==> src/armr_pkg.sv <==
// ----------------------------------------------------------------------------
// armr_pkg: shared types and constants of the resampling ring
// Holds the register map, reset values, the source rate and the types that
// travel between the front end, the command queue and the back end.
// ----------------------------------------------------------------------------
package armr_pkg;

   // configuration register indexes
   localparam logic [1:0] CSR_OUT_RATE     = 2'd0;
   localparam logic [1:0] CSR_FRAME_LEN    = 2'd1;
   localparam logic [1:0] CSR_POKEY_ENABLE = 2'd2;

   localparam logic [16:0] OUT_RATE_RESET     = 17'd44100;
   localparam logic [11:0] FRAME_LEN_RESET    = 12'd735;
   localparam logic        POKEY_ENABLE_RESET = 1'b0;

   // source sample rate in Hz, taken off the accumulator per copy
   localparam logic [17:0] SRC_RATE = 18'd31440;

   // command queue depth between front and back end
   localparam int unsigned QUEUE_DEPTH = 2;

   typedef struct packed {
      logic [16:0] out_rate;
      logic [11:0] frame_len;
      logic        pokey_enable;
   } cfg_type;

   typedef struct packed {
      logic       is_read;
      logic       frame_start;
      logic [7:0] sample;
   } op_type;

   typedef enum logic [1:0] {
      ST_CLEAR,
      ST_IDLE,
      ST_WRITE
   } state_type;

endpackage

==> src/armr_front.sv <==
// ----------------------------------------------------------------------------
// armr_front: request intake and classification
// Accepts request beats, forms the mixed sample and hands one command per
// beat to the queue. Holds off while the ring is being cleared.
// ----------------------------------------------------------------------------
module armr_front (
   input  logic                 req_tvalid,
   output logic                 req_tready,
   input  logic [15:0]          req_tdata,
   input  logic [1:0]           req_tuser,
   input  logic                 pokey_enable,
   input  logic                 clear_busy,
   input  logic                 push_ready,
   output logic                 push,
   output armr_pkg::op_type     push_op
);

   logic [7:0] tia_sample;
   logic [7:0] pokey_sample;
   logic [8:0] mix_sum;

   assign tia_sample   = req_tdata[7:0];
   assign pokey_sample = req_tdata[15:8];

   // nine-bit sum keeps the carry, then halve
   assign mix_sum = {1'b0, tia_sample} + {1'b0, pokey_sample};

   always_comb begin
      push_op.is_read     = req_tuser[0];
      push_op.frame_start = req_tuser[1];
      push_op.sample      = pokey_enable ? mix_sum[8:1] : tia_sample;
   end

   assign req_tready = push_ready && !clear_busy;
   assign push       = req_tvalid && req_tready;

endmodule

==> config.mk <==
export PLATFORM = sky130hd
export DESIGN_NAME = armr_front
export DESIGN_NICKNAME = d
export VERILOG_FILES = /design/src/armr_pkg.sv /design/src/armr_front.sv
export SDC_FILE = /design/constraint.sdc
export NUM_CORES = 1
export LEC_CHECK = 0
export BUFFER_PORTS_ARGS = -buffer_cell sky130_fd_sc_hd__buf_2
export CAP_MARGIN = 5
export CORE_AREA = 3 3 40 42
export DETAILED_ROUTE_END_ITERATION = 8
export DIE_AREA = 0 0 43 45
export GPL_TIMING_DRIVEN = 1
export MAX_ROUTING_LAYER = met4
export PLACE_DENSITY = 0.73
export REMOVE_ABC_BUFFERS = 1
export SYNTH_ARGS = -nofsm -noshare
export SYNTH_HDL_FRONTEND = slang
export SYNTH_SLANG_ARGS = --single-unit
==> constraint.sdc <==
create_clock -name vclk -period 3.4
set_clock_uncertainty 0.1 [all_clocks]
set_input_delay 0.51 -clock vclk [all_inputs]
set_output_delay 0.51 -clock vclk [all_outputs]
set_load 0.03 [all_outputs]
After elaboration in Yosys (flattened, before gate mapping)
Cells that the tools add are included.
W data, S select, Z words.
{ "op_classes": {"n_addsub": 1, "n_mul": 0, "n_div": 0, "n_lt_le_gt_ge": 0, "n_eq_ne": 0, "shifts": 0, "muxes": 1, "bitwise_logic": 0, "n_reduce_logical": 3} }
{ "op_table": {"columns": ["op", "count"], "rows": [
  ["$add A8 B8 Y9", 1],
  ["$mux W8", 1],
  ["$logic_and A1 B1 Y1", 2],
  ["$logic_not A1 Y1", 1]
]} }
{ "totals": {"regBits": 0, "latchBits": 0, "ramBits": 0, "rom_bits": 0, "word_cells": 5, "memories": 0} }

Logic depth before layout (Yosys ltp)
Gate-level depths: netlist of the first run.
{ "depth": {"word_depth": 3, "ltp_mapped": 6} }

Least setup slack after synthesis of the first run
No wires, ideal clock.
{ "synth_timing": {"path_kind": "input port to output port", "from": "input port req_tdata[1]", "to": "output port push_op[5] (netlist bit)", "arrival_time_ps": 2289, "required_ps": 2790, "setup_slack_ps": 501, "stages": 6, "path_buffers": 0, "path_cell_list": "inv_1 -> fa_1 -> nand2b_1 -> a21o_1 -> nor2b_1 -> o311ai_1"} }
{ "synth_lines": {"columns": ["item", "line_no", "rtl"], "rows": [
  ["start: declaration", "armr_front.sv:9", "input logic [15:0] req_tdata,"],
  ["end: declaration", "armr_front.sv:15", "output armr_pkg::op_type push_op"]
]} }

==> qor.txt, run 1 <==
total gr overflow -> 0
Distinct cells, synth -> 33
Port Buf Inserts -> 30
routed wl met3 -> 84 um
Die Area -> 0.00194 mm^2
routed via count -> 592
Worst EP required -> 2790 ps
Cell Area, Synth -> 479 um^2
fin nets -> 126
Wirelength per Cell -> 10.8 um
largest fanout on the critical path -> 4
drt first pass iters -> 2
max_cap viols -> 0
metal2 WL -> 507 um
Max Clock Freq -> 367 MHz
syn_area_per_cell -> 7.05 um^2
Iteration-0 DRC Markers -> 1
storage element area -> 0 um^2
Final setup viols -> 0
Final Instance Area -> 624 um^2
CP Launch Type -> primary input
cts repair resizes -> 0
Synth-to-Final Area Change -> 30.3%
class of the worst hold path -> in -> out
crit path time final -> 2730 ps
PnR worst setup slack -> 673 ps
FP Rows -> 13
die extent in y -> 45 um
via/cell ratio -> 5.43
IR drop worst, VDD -> 0.0923 mV
top sig layer -> met3
sequential area share after synthesis -> 0%
Hold WS -> 920 ps
YS warnings -> 0
critical path class -> in -> out
Worst Setup End Kind -> output pin
Pleak -> 0.307 nW
routability cong. -> 0.841
Starting Density -> 37.3%
cell count after synthesis -> 68
first-pass GRT wire length -> 1970 um
RSZ-0062 raised after global routing -> false
WP data arrival -> 2120 ps
setup_tns -> 0 ps
pwr/cell area -> 203 mW/mm^2
total power -> 0.127 mW
seq_cells -> 0
CTS Hold Bufs -> 0
fillers -> 131
Die Width -> 43 um
All-Layer GR Usage -> 12.6%
antenna viol nets, final -> 0
# Post-CTS Setup Buffers -> 0
Tcrit/Tclk final -> 80.2%
initial antenna violation count -> 0
vias in the first global route -> 522
layout cell share with drive strength beyond 1 -> 36.2%
status -> complete, no violations
Final Max Slew Viols -> 0
Post-route DRC -> 0
placed cell areas -> 624 um^2
slew at the pin closest to its max-slew limit -> 272 ps
largest net degree at the start of global routing -> 14
Fin. Hold Viols -> 0
core area -> 0.00128 mm^2
dpl hpwl -> 1020 um
routed wire length -> 1180 um
diode count -> 0
clock buffer count in the final layout -> 0
WL met1 -> 587 um
Placement Setup Slack -> 664 ps
Max-slew headroom -> 81.8%
number of I/O pins -> 34
path summary, 6_finish.rpt:
kind | startpoint | endpoint | slack (ps) | depth (start not counted)
worst max-delay path | req_tdata[1] | push_op[5] | 670 | 8
worst min-delay path | req_tuser[0] | push_op[9] | 920 | 0
critical path, stage by stage:
cell and delay, ps:
buf_2 90, inv_1 60, fa_1 440, nand2b_1 200, a21o_1 210, nor2b_1 130
o311ai_1 240, buf_2 240
power by group:
group	internal, mW	total, mW	switching, mW
registers	0	0	0
logic	0.0510	0.127	0.0758
clock network	0	0	0
total	0.0510	0.127	0.0758
stage by stage:
step                      std cells  util [%]
final                           109      48.6
after floorplan                  64         -
after detailed placement        109      48.6
after global routing            109      48.6
after CTS                       109      48.6
after global placement          109      48.6
per-layer routing:
| metal | GRT usage [%] | vias to the layer above |
|---|---|---|
| met5 | - | - |
| met4 | 0 | 0 |
| met3 | 0.797 | 0 |
| met2 | 22.2 | 21 |
| met1 | 17.2 | 262 |
| li1 | - | 309 |
Yosys cell counts, drive strengths merged:
library cell	number	area, um^2
a211oi	2	15.0
a21o	1	7.51
a21oi	5	28.8
a31o	1	8.76
a31oi	1	6.26
and2	1	6.26
buf	4	23.8
fa	1	20.0
ha	7	87.6
inv	3	11.3
mux2	2	26.3
mux2i	1	10.0
nand2	7	26.3
nand2b	3	18.8
nand3	1	5.00
nand4	2	12.5
nor2	5	18.8
nor2b	3	18.8
nor3	2	10.0
o2111a	1	11.3
o21a	1	7.51
o21ai	7	35.0
o22a	1	10.0
o2bb2ai	1	8.76
o311ai	2	17.5
o31ai	1	7.51
o41a	1	11.3
xnor2	1	8.76
layout by cell type, fill, tap and decap left out, types with 3 or more instances in the layout:
| master | netlist | layout |
|---|---|---|
| buf_2 | 1 | 30 |
| nand2_1 | 7 | 7 |
| ha_1 | 7 | 7 |
| o21ai_0 | 6 | 6 |
| nor2_1 | 5 | 5 |
| a21oi_1 | 4 | 4 |
| inv_1 | 3 | 3 |
| nor2b_1 | 3 | 3 |
| nand2b_1 | 3 | 3 |
layout make-up:
cell class         instances  area, um^2  area share [%]
multi-input cells         61         444            71.1
repair buffers            30         150            24.0
well taps                 15        18.8            3.01
inverters                  3        11.3            1.80
logic make-up after synthesis:
group           after synthesis  share of synthesized area, %
simple gates                 24                          24.3
mux                           3                          7.57
fa+ha+maj                     8                          22.5
compound gates               25                          36.6
buf+inv                       7                          7.31
xor+xnor                      1                          1.83
No activity file was read; power rests on OpenSTA's default activity.
==> inputs of run 2 (changes only) <==
- ABC_AREA: not set -> 1
- PLACE_DENSITY: 0.73 -> 0.72
- clock period: 3.4 -> 2.65 ns (I/O delays scaled with it)
==> run 2 against run 1 <==
Worst setup slack worse by 240 ps; via count is 1.9% lower; critical endpoint is now push_op[7]; total power is 17% higher; final area is 2.4% lower; wire length is 1.4% lower; die area stayed put; cell count is 19% higher; critical path depth is 3 higher; non-clock buffer count stayed put.
==> qor.txt, run 2 <==
cts repair resizes -> 0
Synth-to-Final Area Change -> 30.6%
syn_area_per_cell -> 5.30 um^2
WP data arrival -> 1720 ps
sequential area share after synthesis -> 0%
All-Layer GR Usage -> 11.2%
diode count -> 0
commonest non-fill, non-tap cell in the layout -> nand2_1
slew at the pin closest to its max-slew limit -> 195 ps
# Post-CTS Setup Buffers -> 0
max_cap viols -> 0
Worst EP required -> 2150 ps
crit path time final -> 2220 ps
Die Area -> 0.00194 mm^2
Iteration-0 DRC Markers -> 9
Cell Area, Synth -> 467 um^2
core area -> 0.00128 mm^2
Starting Density -> 36.3%
clock buffer count in the final layout -> 0
placed cells -> 130
largest net degree at the start of global routing -> 10
die extent in y -> 45 um
number of I/O pins -> 34
Die Width -> 43 um
cell count after synthesis -> 88
setup_tns -> 0 ps
Max-slew headroom -> 86.9%
leading area contributor after synthesis -> nand2_1
routability cong. -> 0.792
Worst Setup End Kind -> output pin
Fin. Hold Viols -> 0
routed via count -> 581
pwr/cell area -> 244 mW/mm^2
Wirelength per Cell -> 8.95 um
Final setup viols -> 0
seq_cells -> 0
RSZ-0062 raised after global routing -> false
via/cell ratio -> 4.47
YS warnings -> 0
worst hold path startpoint -> req_tuser[0]
IR drop worst, VDD -> 0.110 mV
CP startpoint -> req_tdata[1]
status -> complete, no violations
routed wire length -> 1160 um
Max Clock Freq -> 451 MHz
initial antenna violation count -> 0
CTS Hold Bufs -> 0
layout cell share with drive strength beyond 1 -> 28.7%
Final Max Slew Viols -> 0
CP Launch Type -> primary input
dpl hpwl -> 1010 um
post-synth top area share -> 28.2%
vias in the first global route -> 478
Post-route DRC -> 0
Pleak -> 0.413 nW
first-pass GRT wire length -> 1750 um
non-filler cells, final -> 130
Area contributors post-synth -> nand2_1 (28%), ha_1 (19%), inv_1 (11%)
most common cell in the netlist -> nand2_1
FP Rows -> 13
storage element area -> 0 um^2
drt first pass iters -> 4
most frequent cells in the layout -> nand2_1 (35), buf_2 (30), inv_1 (14)
Distinct cells, synth -> 19
critical path class -> in -> out
most common library cells after synthesis -> nand2_1 (35), inv_1 (14), ha_1 (7)
Tcrit/Tclk final -> 83.7%
Port Buf Inserts -> 30
fin nets -> 147
largest fanout on the critical path -> 2
total gr overflow -> 0
antenna viol nets, final -> 0
class of the worst hold path -> in -> out
-- run 2: worst paths after layout --
check          to  slack [ps]  depth (start not counted)
min    push_op[9]         700                          0
max    push_op[7]         430                         11
-- run 2: report_power, final --
group          total (mW)  internal (mW)  switching [mW]
sequential              0              0               0
clock                   0              0               0
combinational       0.149         0.0557          0.0930
total               0.149         0.0557          0.0930
-- run 2: cells by family (layout without fill, tap and decap cells) --
logic type               count (synthesis)  in the layout  share of synthesized area [%]
AO/OA/AOI/OAI                           10             10                           11.5
adder cells (fa/ha/maj)                  8              8                           23.1
buffers and inverters                   18             45                           17.7
AND/OR/NAND/NOR                         52             52                           47.7
-- run 2: critical path, cell delays in order --
cell and delay, ps:
buf_2 90, inv_1 60, fa_1 410, inv_1 70
nand2_1 60, nand2_1 80, nand3b_1 90, nand2_1 80
nand2_1 50, a21oi_1 100, buf_2 210
-- run 2: per-stage QoR --
step / setup slack (ps) / util [%] / hold slack [ps] / instance area (um^2) / power (mW)
CTS: 417 / 47.4 / 695 / 609 / 0.150
floorplan: 426 / - / 695 / 440 / 0.105
global placement: 456 / 47.4 / 695 / 609 / 0.147
detailed placement: 421 / 47.4 / 695 / 609 / 0.149
global route: 285 / 47.4 / 695 / 609 / 0.166
finish: 431 / 47.4 / 695 / 609 / 0.149
-- run 2: final cells by class --
type                            count  area [um^2]
Inverter                           15         56.3
Timing Repair Buffer               30          150
Fill cell                         142          676
Multi-Input combinational cell     70          384
Tap cell                           15         18.8
-- run 2: per-layer routing --
layer	vias to the layer above	global-route usage [%]	wire [um]
met5	-	-	0
met4	0	0	0
met3	0	0	63
met2	16	22.2	572
met1	238	13.6	527
li1	327	-	-
==> inputs of run 3 (changes only) <==
- ABC_AREA: 1 -> 0
- PLACE_DENSITY: 0.72 -> 0.73
- clock period: 2.65 -> 2.25 ns (I/O delays scaled with it)
==> run 3 against run 2 <==
The run now ends with negative setup slack left; global-route usage is 3.2 points higher; first-iteration DRC count is 33% lower; critical path depth is 3 lower; cell count is 12% lower; wire length is 21% higher; core utilization is 7.7 points higher; via count is 9.8% higher.
==> qor.txt, run 3 (same netlist as run 1, synthesis figures left out) <==
Crit path largest cell delay -> 300 ps
slew at the pin closest to its max-slew limit -> 347 ps
Crit-path slowest cell -> ha_1
commonest non-fill, non-tap cell in the layout -> buf_2
diode count -> 0
Final setup viols -> 1
CP startpoint -> req_tdata[1]
area of the multi-input gates -> 469 um^2
Sw Share -> 56.4%
WP data arrival -> 1830 ps
initial antenna violation count -> 0
met3 Usage GRT -> 1.20%
class of the worst hold path -> in -> out
Worst EP required -> 1810 ps
Pleak -> 0.348 nW
Tcrit/Tclk final -> 101%
status -> finished with violations
# Post-CTS Setup Buffers -> 0
drt first pass iters -> 4
fin nets -> 132
dpl hpwl -> 1070 um
number of I/O pins -> 34
antenna viol nets, final -> 0
CP Launch Type -> primary input
Die Area -> 0.00194 mm^2
Max Clock Freq -> 441 MHz
routability cong. -> 0.885
largest fanout on the critical path -> 2
CP cell instances -> buf_2 -> buf_4 -> ha_1 -> a31oi_1 -> a211oi_1 -> o21a_1 -> o31ai_1 -> buf_2
most frequent cells in the layout -> buf_2 (26), buf_4 (9), nand2_1 (7), ha_1 (7), o21ai_0 (6)
crit path time final -> 2270 ps
Clk pwr share -> 0%
register share of total power -> 0%
Placement Setup Slack -> -68.4 ps
Die Width -> 43 um
M1 GR Usage -> 19.3%
pwr/cell area -> 315 mW/mm^2
clock buffer count in the final layout -> 0
Synth-to-Final Area Change -> 47.8%
FP Rows -> 13
IR drop worst, VDD -> 0.166 mV
PnR worst setup slack -> -20.1 ps
fillers -> 128
Gate power share -> 100.0%
grt peak-use layer -> met2
routing usage on met2 -> 25.1%
critical path class -> in -> out
RSZ-0062 raised after global routing -> true
seq_cells -> 0
worst hold path startpoint -> req_tuser[0]
vias in the first global route -> 583
max_cap viols -> 0
Starting Density -> 37.3%
Fin. Hold Viols -> 0
core area -> 0.00128 mm^2
CP most frequent cell -> buf_2
routed via count -> 638
Hold Path End -> push_op[9]
Post-route DRC -> 0
Worst Setup End Kind -> output pin
setup_tns -> -20.1 ps
failing checks -> negative setup slack
Iteration-0 DRC Markers -> 6
total gr overflow -> 0
All-Layer GR Usage -> 14.4%
die extent in y -> 45 um
first-pass GRT wire length -> 2260 um
Max-slew headroom -> 76.7%
layout cell share with drive strength beyond 1 -> 45.0%
NetSw -> 0.126 mW
Final Max Slew Viols -> 0
Wirelength per Cell -> 12.3 um
largest net degree at the start of global routing -> 14
hold path cells -> 0
storage element area -> 0 um^2
routed wire length -> 1410 um
Int Power -> 0.0972 mW
via/cell ratio -> 5.55
Port Buf Inserts -> 30
==> run 3: changes by cell type in the layout (fill, tap and decap cells not counted), sizes merged, moves of 3 or more <==
cell	change
buf	+6
inv	-12
nand2	-29
nand2b	+3
nand3	-4
nor2b	+3
o21ai	+4
==> run 3: worst max-delay path by stage <==
stage | to | cells past startpoint | slack, ps
after global placement | push_op[5] | 8 | -30
final | push_op[4] | 8 | -20
after CTS | push_op[5] | 8 | 50
after global routing | push_op[4] | 8 | -100
after detailed placement | push_op[5] | 8 | -70
after floorplan | push_op[5] | 6 | -300
==> run 3: metal layers <==
metal  wire length, um  vias up
met1               628      286
met4                24        0
met3               106        2
met2               652       30
li1                  -      320
met5                 0        -
==> run 3: power by group through the flow <==
stage / clock network [mW] / registers [mW] / logic [mW]
final: 0 / 0 / 0.223
after global routing: 0 / 0 / 0.243
after CTS: 0 / 0 / 0.213
after detailed placement: 0 / 0 / 0.202
after global placement: 0 / 0 / 0.199
after floorplan: 0 / 0 / 0.135
==> run 3: layout make-up <==
type,instances,area share [%]
tap,15,2.65
multi-input combinational,61,66.3
timing repair buffer,36,29.5
inverter,3,1.59
==> run 3: per-stage QoR <==
step / utilization (%) / hold slack [ps] / power, mW / std cells / cell area (um^2)
3_3_place_gp: 52.1 / 575 / 0.199 / 115 / 669
3_5_place_dp: 52.1 / 575 / 0.202 / 115 / 669
4_1_cts: 53.8 / 575 / 0.213 / 115 / 692
6_report: 55.1 / 575 / 0.223 / 115 / 708
2_1_floorplan: - / 575 / 0.135 / 64 / 455
5_1_grt: 55.1 / 575 / 0.243 / 115 / 708
==> run 3: worst max-delay path, delay by kind of cell <==
| family | cells | cell delay (ps) |
|---|---|---|
| AOI/OAI and AO/OA | 4 | 730 |
| buffers and inverters | 3 | 460 |
| adders and majority gates | 1 | 300 |
==> run 3: repair_timing <==
action	in CTS	in global routing
cloned	0	0
resized for setup	6	5
pin swaps	2	2
setup endpoints to repair	2	5
hold buffers	0	0
