<file path="src/armr_pkg.sv">
// ----------------------------------------------------------------------------
// armr_pkg: shared types and constants of the resampling ring
// Holds the register map, reset values, the source rate and the types that
// travel between the front end, the command queue and the back end.
// ----------------------------------------------------------------------------
package armr_pkg;

   // configuration register indexes
   localparam logic [1:0] CSR_OUT_RATE     = 2'd0;
   localparam logic [1:0] CSR_FRAME_LEN    = 2'd1;
   localparam logic [1:0] CSR_POKEY_ENABLE = 2'd2;

   localparam logic [16:0] OUT_RATE_RESET     = 17'd44100;
   localparam logic [11:0] FRAME_LEN_RESET    = 12'd735;
   localparam logic        POKEY_ENABLE_RESET = 1'b0;

   // source sample rate in Hz, taken off the accumulator per copy
   localparam logic [17:0] SRC_RATE = 18'd31440;

   // command queue depth between front and back end
   localparam int unsigned QUEUE_DEPTH = 2;

   typedef struct packed {
      logic [16:0] out_rate;
      logic [11:0] frame_len;
      logic        pokey_enable;
   } cfg_type;

   typedef struct packed {
      logic       is_read;
      logic       frame_start;
      logic [7:0] sample;
   } op_type;

   typedef enum logic [1:0] {
      ST_CLEAR,
      ST_IDLE,
      ST_WRITE
   } state_type;

endpackage

</file>
<file path="src/armr_queue.sv">
// ----------------------------------------------------------------------------
// armr_queue: short command queue
// Decouples the front end from the back end so each side stalls on its own.
// ----------------------------------------------------------------------------
module armr_queue (
   input  logic             clock,
   input  logic             reset,
   input  logic             push,
   input  armr_pkg::op_type push_op,
   output logic             push_ready,
   input  logic             pop,
   output logic             pop_valid,
   output armr_pkg::op_type pop_op
);

   localparam int unsigned PW = $clog2(armr_pkg::QUEUE_DEPTH);
   localparam int unsigned CW = $clog2(armr_pkg::QUEUE_DEPTH + 1);

   armr_pkg::op_type entry_ff [armr_pkg::QUEUE_DEPTH];
   logic [PW-1:0]    wr_ptr_ff, wr_ptr_in;
   logic [PW-1:0]    rd_ptr_ff, rd_ptr_in;
   logic [CW-1:0]    count_ff, count_in;

   assign push_ready = (count_ff != CW'(armr_pkg::QUEUE_DEPTH));
   assign pop_valid  = (count_ff != '0);
   assign pop_op     = entry_ff[rd_ptr_ff];

   always_comb begin
      wr_ptr_in = wr_ptr_ff;
      rd_ptr_in = rd_ptr_ff;
      count_in  = count_ff;
      if (push) begin
         wr_ptr_in = (wr_ptr_ff == PW'(armr_pkg::QUEUE_DEPTH - 1)) ? '0 : wr_ptr_ff + 1'b1;
      end
      if (pop) begin
         rd_ptr_in = (rd_ptr_ff == PW'(armr_pkg::QUEUE_DEPTH - 1)) ? '0 : rd_ptr_ff + 1'b1;
      end
      if (push && !pop) begin
         count_in = count_ff + 1'b1;
      end else if (pop && !push) begin
         count_in = count_ff - 1'b1;
      end
   end

   always_ff @(posedge clock) begin
      if (reset) begin
         wr_ptr_ff <= '0;
         rd_ptr_ff <= '0;
         count_ff  <= '0;
      end else begin
         wr_ptr_ff <= wr_ptr_in;
         rd_ptr_ff <= rd_ptr_in;
         count_ff  <= count_in;
      end
   end

   always_ff @(posedge clock) begin
      if (push) begin
         entry_ff[wr_ptr_ff] <= push_op;
      end
   end

endmodule

</file>
<file path="config.mk">
export PLATFORM = sky130hd
export DESIGN_NAME = armr_queue
export DESIGN_NICKNAME = d
export VERILOG_FILES = /design/src/armr_pkg.sv /design/src/armr_queue.sv
export SDC_FILE = /design/constraint.sdc
export NUM_CORES = 1
export LEC_CHECK = 0
export BUFFER_PORTS_ARGS = -buffer_cell sky130_fd_sc_hd__clkbuf_2
export CORE_MARGIN = 5
export CORE_UTILIZATION = 49
export DETAILED_ROUTE_END_ITERATION = 10
export GPL_TIMING_DRIVEN = 0
export PLACE_DENSITY = 0.86
export RECOVER_POWER = 100
export SYNTH_ARGS = -nofsm -noshare
export SYNTH_HDL_FRONTEND = slang
export SYNTH_SLANG_ARGS = --single-unit
</file>
<file path="constraint.sdc">
create_clock -name clock -period 1.93 [get_ports clock]
set_clock_uncertainty 0.2 [all_clocks]
set_input_delay 0.4825 -clock clock [delete_from_list [all_inputs] [get_ports clock]]
set_output_delay 0.4825 -clock clock [all_outputs]
set_load 0.01 [all_outputs]
</file>
* After elaboration in Yosys (flattened, before gate mapping)
Memory sizes are Yosys's and may differ from the RTL's. A register that Yosys moved wholly into a read port is not among the register bits.
Index checks and enable logic that the tools add are counted.
** Storage, ports and cells
- Input bits :: 14
- Memories kept :: 1
- Register bits :: 4
- Memory bits (writable) :: 20
** Operators by class
- Add/sub/neg operators :: 4
- Equality and inequality tests :: 1
- Reductions and logical operators :: 6
- Multiplexer cells :: 8
** Memories
- entry_ff :: words 2, width 10, rd ports 1, clocked after Yosys merged registers in 1, write ports 1, line armr_queue.sv:19 : armr_pkg::op_type entry_ff [armr_pkg::QUEUE_DEPTH];
** Operator list (number)
- $mux W1 :: 6
- $mux W2 :: 2
- $reduce_bool A2 Y1 :: 2
- $add A1 B1 Y1 const B :: 2
- $add A2 B1 Y2 const B :: 1
- $logic_and A1 B1 Y1 :: 2
- $logic_not A1 Y1 :: 2
- $ne A2 B2 Y1 const B :: 1
- $sub A2 B1 Y2 const B :: 1

* Longest topological paths before layout
Gate-level depths: netlist (run 1).
- Word-level depth :: 4
- Gate-level depth with buffers :: 5
- Gate-level depth less buffers :: 5

* Worst setup path after synthesis (run 1)
OpenSTA, ideal clock, no wires.
- Kind :: input -> register
- Start :: in push
- End :: mem entry_ff[0][0] (netlist name), enable pin
- Slack :: 0.362 ns
- Data arrival time :: 0.990 ns
- Setup time :: 0.377 ns
- Required time :: 1.353 ns
- Stages :: 1
- Cells stage by stage :: nor2b_1
** On the way
- Word-level cells in the longest chain between the ends :: 2
** RTL lines
- start: declaration :: line armr_queue.sv:8 : input logic push,
- $mux W1 :: line armr_queue.sv:58 : if (push) begin
- $mux W1 (implied by the code) :: line armr_queue.sv:59 : entry_ff[wr_ptr_ff] <= push_op;
- end: declaration :: line armr_queue.sv:19
No other way between the ends.

==> flow_metrics.py, run 1 <==
metrics = {
    "worst_setup_path": {
        "cp_max_fanout": 5,
        "worst_path_max_delay_cell": "sky130_fd_sc_hd__dfxtp_2",
        "critical_path.max_stage_delay_ns": 0.38,
        "critical_path_depth": 3,
        "worst_setup_path_start_kind": "flip-flop",
        "path_cells": "buf_6 > mux2_4 > clkbuf_2",
        "timing.critical_path.required_ns": 1.25,
        "worst-path-buf-inv": 2,
        "crit_arrival_ns": 1.25,
        "ff2ff_setup_slack_ns": 0.32,
        "critical_path.endpoint_type": "output pin",
        "worst_path_dominant_cell_family": "flip-flops",
        "worstRegToRegCells": 1,
        "critPathKind": "reg2out",
    },
    "timing": {
        "timing.hold.ws_ns": 0.162,
        "final_setup_fails": 0,
        "grt_setup_unrepaired": "true",
        "timing_hold_violations_final": 0,
        "fmax_ghz": 0.519,
        "timing_max_transition_violations_final": 0,
        "worstMarginPinSlew_ns": 0.884,
        "final_total_negative_setup_slack_ns": 0,
        "period_share_pct": 99.9,
        "slew-limit-headroom_pct": 41.0,
        "post-route-min-period_ns": 1.93,
    },
    "worst_hold_path": {
        "hold_depth": 1,
        "min_path_type": "in2reg",
    },
    "floorplanning": {
        "fp.coreArea_um2": 1760,
        "fp.dieArea_um2": 2860,
        "start_util_pct": 52.5,
        "design.portCount": 26,
        "die_extent_in_y_um": 53.5,
        "floorplan.die.width_um": 53.5,
        "rows": 15,
    },
    "logic_synthesis": {
        "number_of_distinct_library_cell_variants_in_the_gate_level_netlist_after_synthesis": 16,
        "yosys.cell_count.top_type": "sky130_fd_sc_hd__edfxtp_1",
        "yosys.area.top_type": "sky130_fd_sc_hd__edfxtp_1",
        "synthesis.area_per_instance_um2": 17.5,
        "synth_edf_count": 20,
        "synth.cell_area_um2": 926,
        "yosysTopAreaCellShare_pct": 64.9,
        "synth.cells.most_frequent": "sky130_fd_sc_hd__edfxtp_1, sky130_fd_sc_hd__mux2_1, sky130_fd_sc_hd__dfxtp_1",
        "synth_flop_cell": "sky130_fd_sc_hd__edfxtp_1",
        "ys_async_sr_fraction_pct": 0,
        "synth.yosys.seq_area_share_pct": 75.7,
        "number_of_nets_in_the_synthesized_netlist": 68,
        "yosys-top-cells-area": "sky130_fd_sc_hd__edfxtp_1, sky130_fd_sc_hd__mux2_1, sky130_fd_sc_hd__dfxtp_1, sky130_fd_sc_hd__xnor2_1, sky130_fd_sc_hd__xor2_1",
        "post_synthesis_cells": 53,
        "synthesis.yosys.warnings": 0,
        "ys_seq_elements": 25,
    },
    "power": {
        "switchingPower_uw": 246,
        "combinationalPowerShare_pct": 18.4,
        "share_of_total_power_in_the_clock_network_pct": 20.7,
        "p_leak_nw": 0.474,
        "p_total_mw": 1.06,
        "intPower_uw": 811,
        "pwr-share-seq_pct": 60.9,
        "power.switching_fraction_pct": 23.3,
        "vdd.ir_drop.worst_mv": 0.525,
        "power_density_nw_per_um2": 878,
    },
    "cts": {
        "clock_sink_count": 25,
        "cts_tree": "yes",
        "insertion_delay_ns": 0.30,
        "clk_path_buf_depth": 2,
        "cts_inserted_buffers": 3,
        "cts_root_buffer": "sky130_fd_sc_hd__clkbuf_4",
        "htreeDepth": 1,
        "clk_pin_slew_ns": 0.13,
    },
    "global_routing": {
        "antenna_violations_before_repair": 0,
        "vias_in_the_first_global_route": 543,
        "maximum_number_of_pins_on_one_net_before_global_route_repair": 15,
        "grt_remaining_overflow": 0,
        "grt_first_pass_wirelength_um": 2460,
        "grt_util_all_layers_pct": 12.4,
    },
    "placement": {
        "port_buffers": 25,
        "gp_congestion": 0.619,
    },
    "route": {
        "number_of_detailed_routing_iterations_run_before_antenna_repair": 3,
        "drt_first_iter_violations": 2,
        "via_per_inst": 4.81,
        "wirelength_um": 1710,
        "routed-via-count": 519,
        "remaining_drc_errors": 0,
        "drtAntennaViolNets": 0,
        "wl_per_cell_um": 15.9,
    },
    "finish": {
        "final_layout_size_suffix_gt1_share_pct": 39.8,
        "area_growth_syn_to_layout_pct": 30.0,
        "nNetsFinal": 99,
        "antenna_cells_inserted": 0,
    },
    "flow_run": {
        "max-cap-violations": 0,
    },
    "status": {
        "run_status": "finished, final reports clean",
    },
}
metrics by stage:
step,util [%],worst slack (ns),cells,area (um2)
finish,68.2,0.00233,108,1200
floorplan,-,0.362,53,926
detailed placement,61.3,-0.0183,103,1080
global route,68.2,-0.0458,108,1200
CTS,64.6,-0.00950,108,1140
global placement,61.3,0.0443,103,1080
placed cells by master (no fill, tap or decap):
cell / count
sky130_fd_sc_hd__dfxtp_2: 1
sky130_fd_sc_hd__edfxtp_1: 20
sky130_fd_sc_hd__clkinv_2: 1
sky130_fd_sc_hd__a21oi_1: 1
sky130_fd_sc_hd__or2_2: 1
sky130_fd_sc_hd__clkbuf_2: 7
sky130_fd_sc_hd__buf_6: 10
sky130_fd_sc_hd__or3_1: 1
sky130_fd_sc_hd__nor2_1: 4
sky130_fd_sc_hd__dfxtp_1: 4
sky130_fd_sc_hd__nor2b_1: 1
sky130_fd_sc_hd__xor2_1: 2
sky130_fd_sc_hd__and2_0: 1
sky130_fd_sc_hd__o21ai_0: 1
sky130_fd_sc_hd__clkbuf_4: 3
sky130_fd_sc_hd__clkbuf_1: 10
sky130_fd_sc_hd__ha_1: 1
sky130_fd_sc_hd__xnor2_1: 2
sky130_fd_sc_hd__inv_1: 1
sky130_fd_sc_hd__nand2b_1: 1
sky130_fd_sc_hd__mux2_4: 10
state kept, by name (all words and copies together) (netlist names), named ones only:
signal	count
entry_ff	20
rd_ptr_ff	1
wr_ptr_ff	1
count_ff	2
area by class of cell:
| class | instances | area (um2) |
|---|---|---|
| multi-input combinational | 26 | 254 |
| clock buffer | 3 | 22.5 |
| fill | 145 | 561 |
| sequential | 25 | 702 |
| inverter | 1 | 3.75 |
| tap | 25 | 31.3 |
| buffer | 1 | 11.3 |
| clock inverter | 1 | 5.00 |
| timing repair buffer | 26 | 174 |
power groups by stage:
stage / registers [mW] / logic [mW] / clock network [mW]
after floorplan: 0.646 / 0.0853 / 0
after global placement: 0.647 / 0.138 / 0
after detailed placement: 0.651 / 0.142 / 0
after CTS: 0.641 / 0.157 / 0.221
after global routing: 0.647 / 0.212 / 0.245
final: 0.643 / 0.195 / 0.219
worst paths after layout:
| path | start | to |
|---|---|---|
| max reg2reg | wr_ptr_ff | entry_ff[0][9] |
| min | push_op[6] | entry_ff[0][6] |
| min reg2reg | count_ff[1] | count_ff[1] |
| max | flip-flop | pop_op[6] |
logic make-up (layout without fill, tap and decap cells):
logic type | after synthesis | after routing | synth area share [%]
flip-flops | 25 | 25 | 75.7
multiplexers | 10 | 10 | 12.2
AND/OR/NAND/NOR | 9 | 9 | 5.00
XOR/XNOR | 4 | 4 | 3.78
AO/OA/AOI/OAI | 2 | 2 | 1.08
buffers and inverters | 2 | 32 | 0.945
adder cells (fa/ha/maj) | 1 | 1 | 1.35
repair_timing:
| item | in CTS | in global routing |
|---|---|---|
| hold endpoints to repair | 0 | 0 |
| hold buffers | 0 | 0 |
| setup endpoints to repair | 10 | 10 |
| cloned | 1 | 0 |
| buffers inserted | 0 | 0 |
| resized for setup | 8 | 24 |
routing by layer:
layer  up-vias  global-route usage (%)  wire length (um)
met5         -                       0                 0
met4         0                    3.83                13
met3         2                    4.23               134
met2        16                    23.5               932
met1       249                    12.5               631
li1        252                       -                 -
(Power assumes the default switching activity.)
==> run 2: changes to the inputs <==
- CORE_ASPECT_RATIO: unset -> 1.2
==> run 2 against run 1 <==
Effect of this change: the flow now finishes with violations (setup timing); cell area down 1.8%; worst setup slack worse by 0.0085 ns; clock power about the same; highest routed layer unchanged; power down 0.86%; first-iteration DRC count rose to 6.0 times the previous value; clock-buffer cell count unchanged; wire length down 11%.
==> flow_metrics.py, run 2 (synthesized netlist as in run 1, its figures left out) <==
metrics = {
    "status": {
        "run_status": "finished, violations left",
        "violations_in_the_final_reports": "setup timing",
    },
    "timing": {
        "final_setup_fails": 4,
        "slew-limit-headroom_pct": 43.2,
        "grt_setup_unrepaired": "true",
        "timing_hold_violations_final": 0,
        "worstMarginPinSlew_ns": 0.850,
        "period_share_pct": 100,
        "post-route-min-period_ns": 1.94,
        "layout_setup_ws_ns": -0.00622,
        "timing_max_transition_violations_final": 0,
        "fmax_ghz": 0.516,
    },
    "route": {
        "route.met2.wl_um": 842,
        "detailroute.wirelength.met3_um": 113,
        "wl_per_cell_um": 14.9,
        "via_per_inst": 5.05,
        "remaining_drc_errors": 0,
        "route.layer.met1.wl_um": 542,
        "routed-via-count": 515,
        "wirelength_um": 1520,
        "drtAntennaViolNets": 0,
        "number_of_detailed_routing_iterations_run_before_antenna_repair": 4,
        "highest_layer": "met4",
        "drt_first_iter_violations": 12,
    },
    "global_routing": {
        "antenna_violations_before_repair": 0,
        "grt_first_pass_wirelength_um": 2540,
        "maximum_number_of_pins_on_one_net_before_global_route_repair": 15,
        "vias_in_the_first_global_route": 582,
        "grt_remaining_overflow": 0,
        "grt_util_all_layers_pct": 11.6,
    },
    "finish": {
        "largest_registers": "entry_ff x20, count_ff x2",
        "post-route-util_pct": 64.6,
        "mostFrequentLayoutCells": "sky130_fd_sc_hd__edfxtp_1, sky130_fd_sc_hd__clkbuf_1, sky130_fd_sc_hd__mux2_4",
        "layout.area.seq_um2": 702,
        "top_reg_by_flops": "entry_ff",
        "commonest_non_fill_non_tap_cell_in_the_layout": "sky130_fd_sc_hd__edfxtp_1",
        "final.fill_count": 141,
        "antenna_cells_inserted": 0,
        "final_cell_area_um2": 1180,
        "final_layout_size_suffix_gt1_share_pct": 38.6,
        "largest_reg_flops": 20,
        "layout.cells.non_filler": 102,
        "multi_input_area_um2": 254,
        "nNetsFinal": 99,
        "area_growth_syn_to_layout_pct": 27.7,
    },
    "floorplanning": {
        "start_util_pct": 50.6,
        "fp.dieArea_um2": 2860,
        "design.portCount": 26,
        "rows": 17,
        "die_extent_in_y_um": 57.6,
        "fp.coreArea_um2": 1830,
        "floorplan.die.width_um": 49.7,
    },
    "cts": {
        "cts_tree": "yes",
        "clk_path_buf_depth": 2,
        "clock_sink_count": 25,
        "cts_root_buffer": "sky130_fd_sc_hd__clkbuf_4",
        "clk_pin_slew_ns": 0.13,
        "htreeDepth": 1,
        "insertion_delay_ns": 0.30,
        "cts_inserted_buffers": 3,
        "post_cts.repair.setup_buffers": 0,
    },
    "power": {
        "vdd.ir_drop.worst_mv": 0.585,
        "p_leak_nw": 0.467,
        "power_density_nw_per_um2": 886,
    },
    "worst_setup_path": {
        "worst_path_max_delay_cell": "sky130_fd_sc_hd__dfxtp_2",
        "crit_arrival_ns": 1.25,
        "critPathKind": "reg2out",
        "worst-path-buf-inv": 2,
        "timing.critical_path.required_ns": 1.25,
        "worst_setup_path_start_kind": "flip-flop",
        "critical_path.endpoint_type": "output pin",
        "critical_path_depth": 3,
        "crit_path_frequent_cell": "sky130_fd_sc_hd__buf_6",
        "critical_path.max_stage_delay_ns": 0.38,
        "cp_max_fanout": 5,
        "worst_path_dominant_cell_family": "flip-flops",
        "path_cells": "buf_6 > mux2_4 > buf_6",
        "worstRegToRegCells": 1,
    },
    "placement": {
        "gp_congestion": 0.705,
        "dp.final_hpwl_um": 980,
        "postPlaceCellArea_um2": 1070,
        "dp_worst_setup_slack_ns": 0.0142,
        "port_buffers": 25,
        "dp.cells": 97,
    },
    "flow_run": {
        "max-cap-violations": 0,
    },
    "worst_hold_path": {
        "hold_depth": 1,
        "min_path_type": "in2reg",
    },
}
[run 2: cell count changes in the layout (fill, tap and decap cells not counted), sizes merged]
cell / delta
clkbuf: +2
buf: -2
[run 2: report_power, final]
group / internal [mW] / leakage (nW) / switching [mW]
clock network: 0.0772 / 0.0177 / 0.143
logic: 0.104 / 0.220 / 0.0815
registers: 0.624 / 0.230 / 0.0179
total: 0.805 / 0.467 / 0.243
[run 2: cell type report]
| cell class | count | area share [%] |
|---|---|---|
| flip-flops and latches | 25 | 59.4 |
| multi-input cells | 26 | 21.5 |
| repair buffers | 26 | 13.5 |
| well taps | 19 | 2.01 |
| clock buffers | 3 | 1.90 |
| plain buffers | 1 | 0.952 |
| clock inverters | 1 | 0.423 |
| inverters | 1 | 0.317 |
[run 2: worst paths after layout]
path                from              to  slack (ns)
min           push_op[1]  entry_ff[0][1]        0.16
min reg2reg  count_ff[1]     count_ff[1]        0.31
max            flip-flop       pop_op[5]      -0.006
max reg2reg    wr_ptr_ff  entry_ff[0][5]        0.36
[run 2: timing repair]
| action | CTS | global route |
|---|---|---|
| hold buffers | 0 | 0 |
| gates resized for setup | 10 | 17 |
| gates cloned | 1 | 0 |
| setup endpoints to repair | 10 | 10 |
[run 2: per-stage QoR]
step	setup TNS (ns)	hold WS, ns	power (mW)
2_1_floorplan	0	0.261	0.731
3_3_place_gp	0	0.280	0.785
3_5_place_dp	0	0.291	0.793
4_1_cts	-0.172	0.147	1.03
5_1_grt	-0.597	0.130	1.10
6_report	-0.0183	0.160	1.05
[run 2: per-layer routing]
| layer | up-vias | track usage (%) |
|---|---|---|
| li1 | 252 | - |
| met1 | 245 | 12.0 |
| met2 | 16 | 20.2 |
| met3 | 2 | 3.86 |
| met4 | 0 | 6.74 |
| met5 | - | 0 |
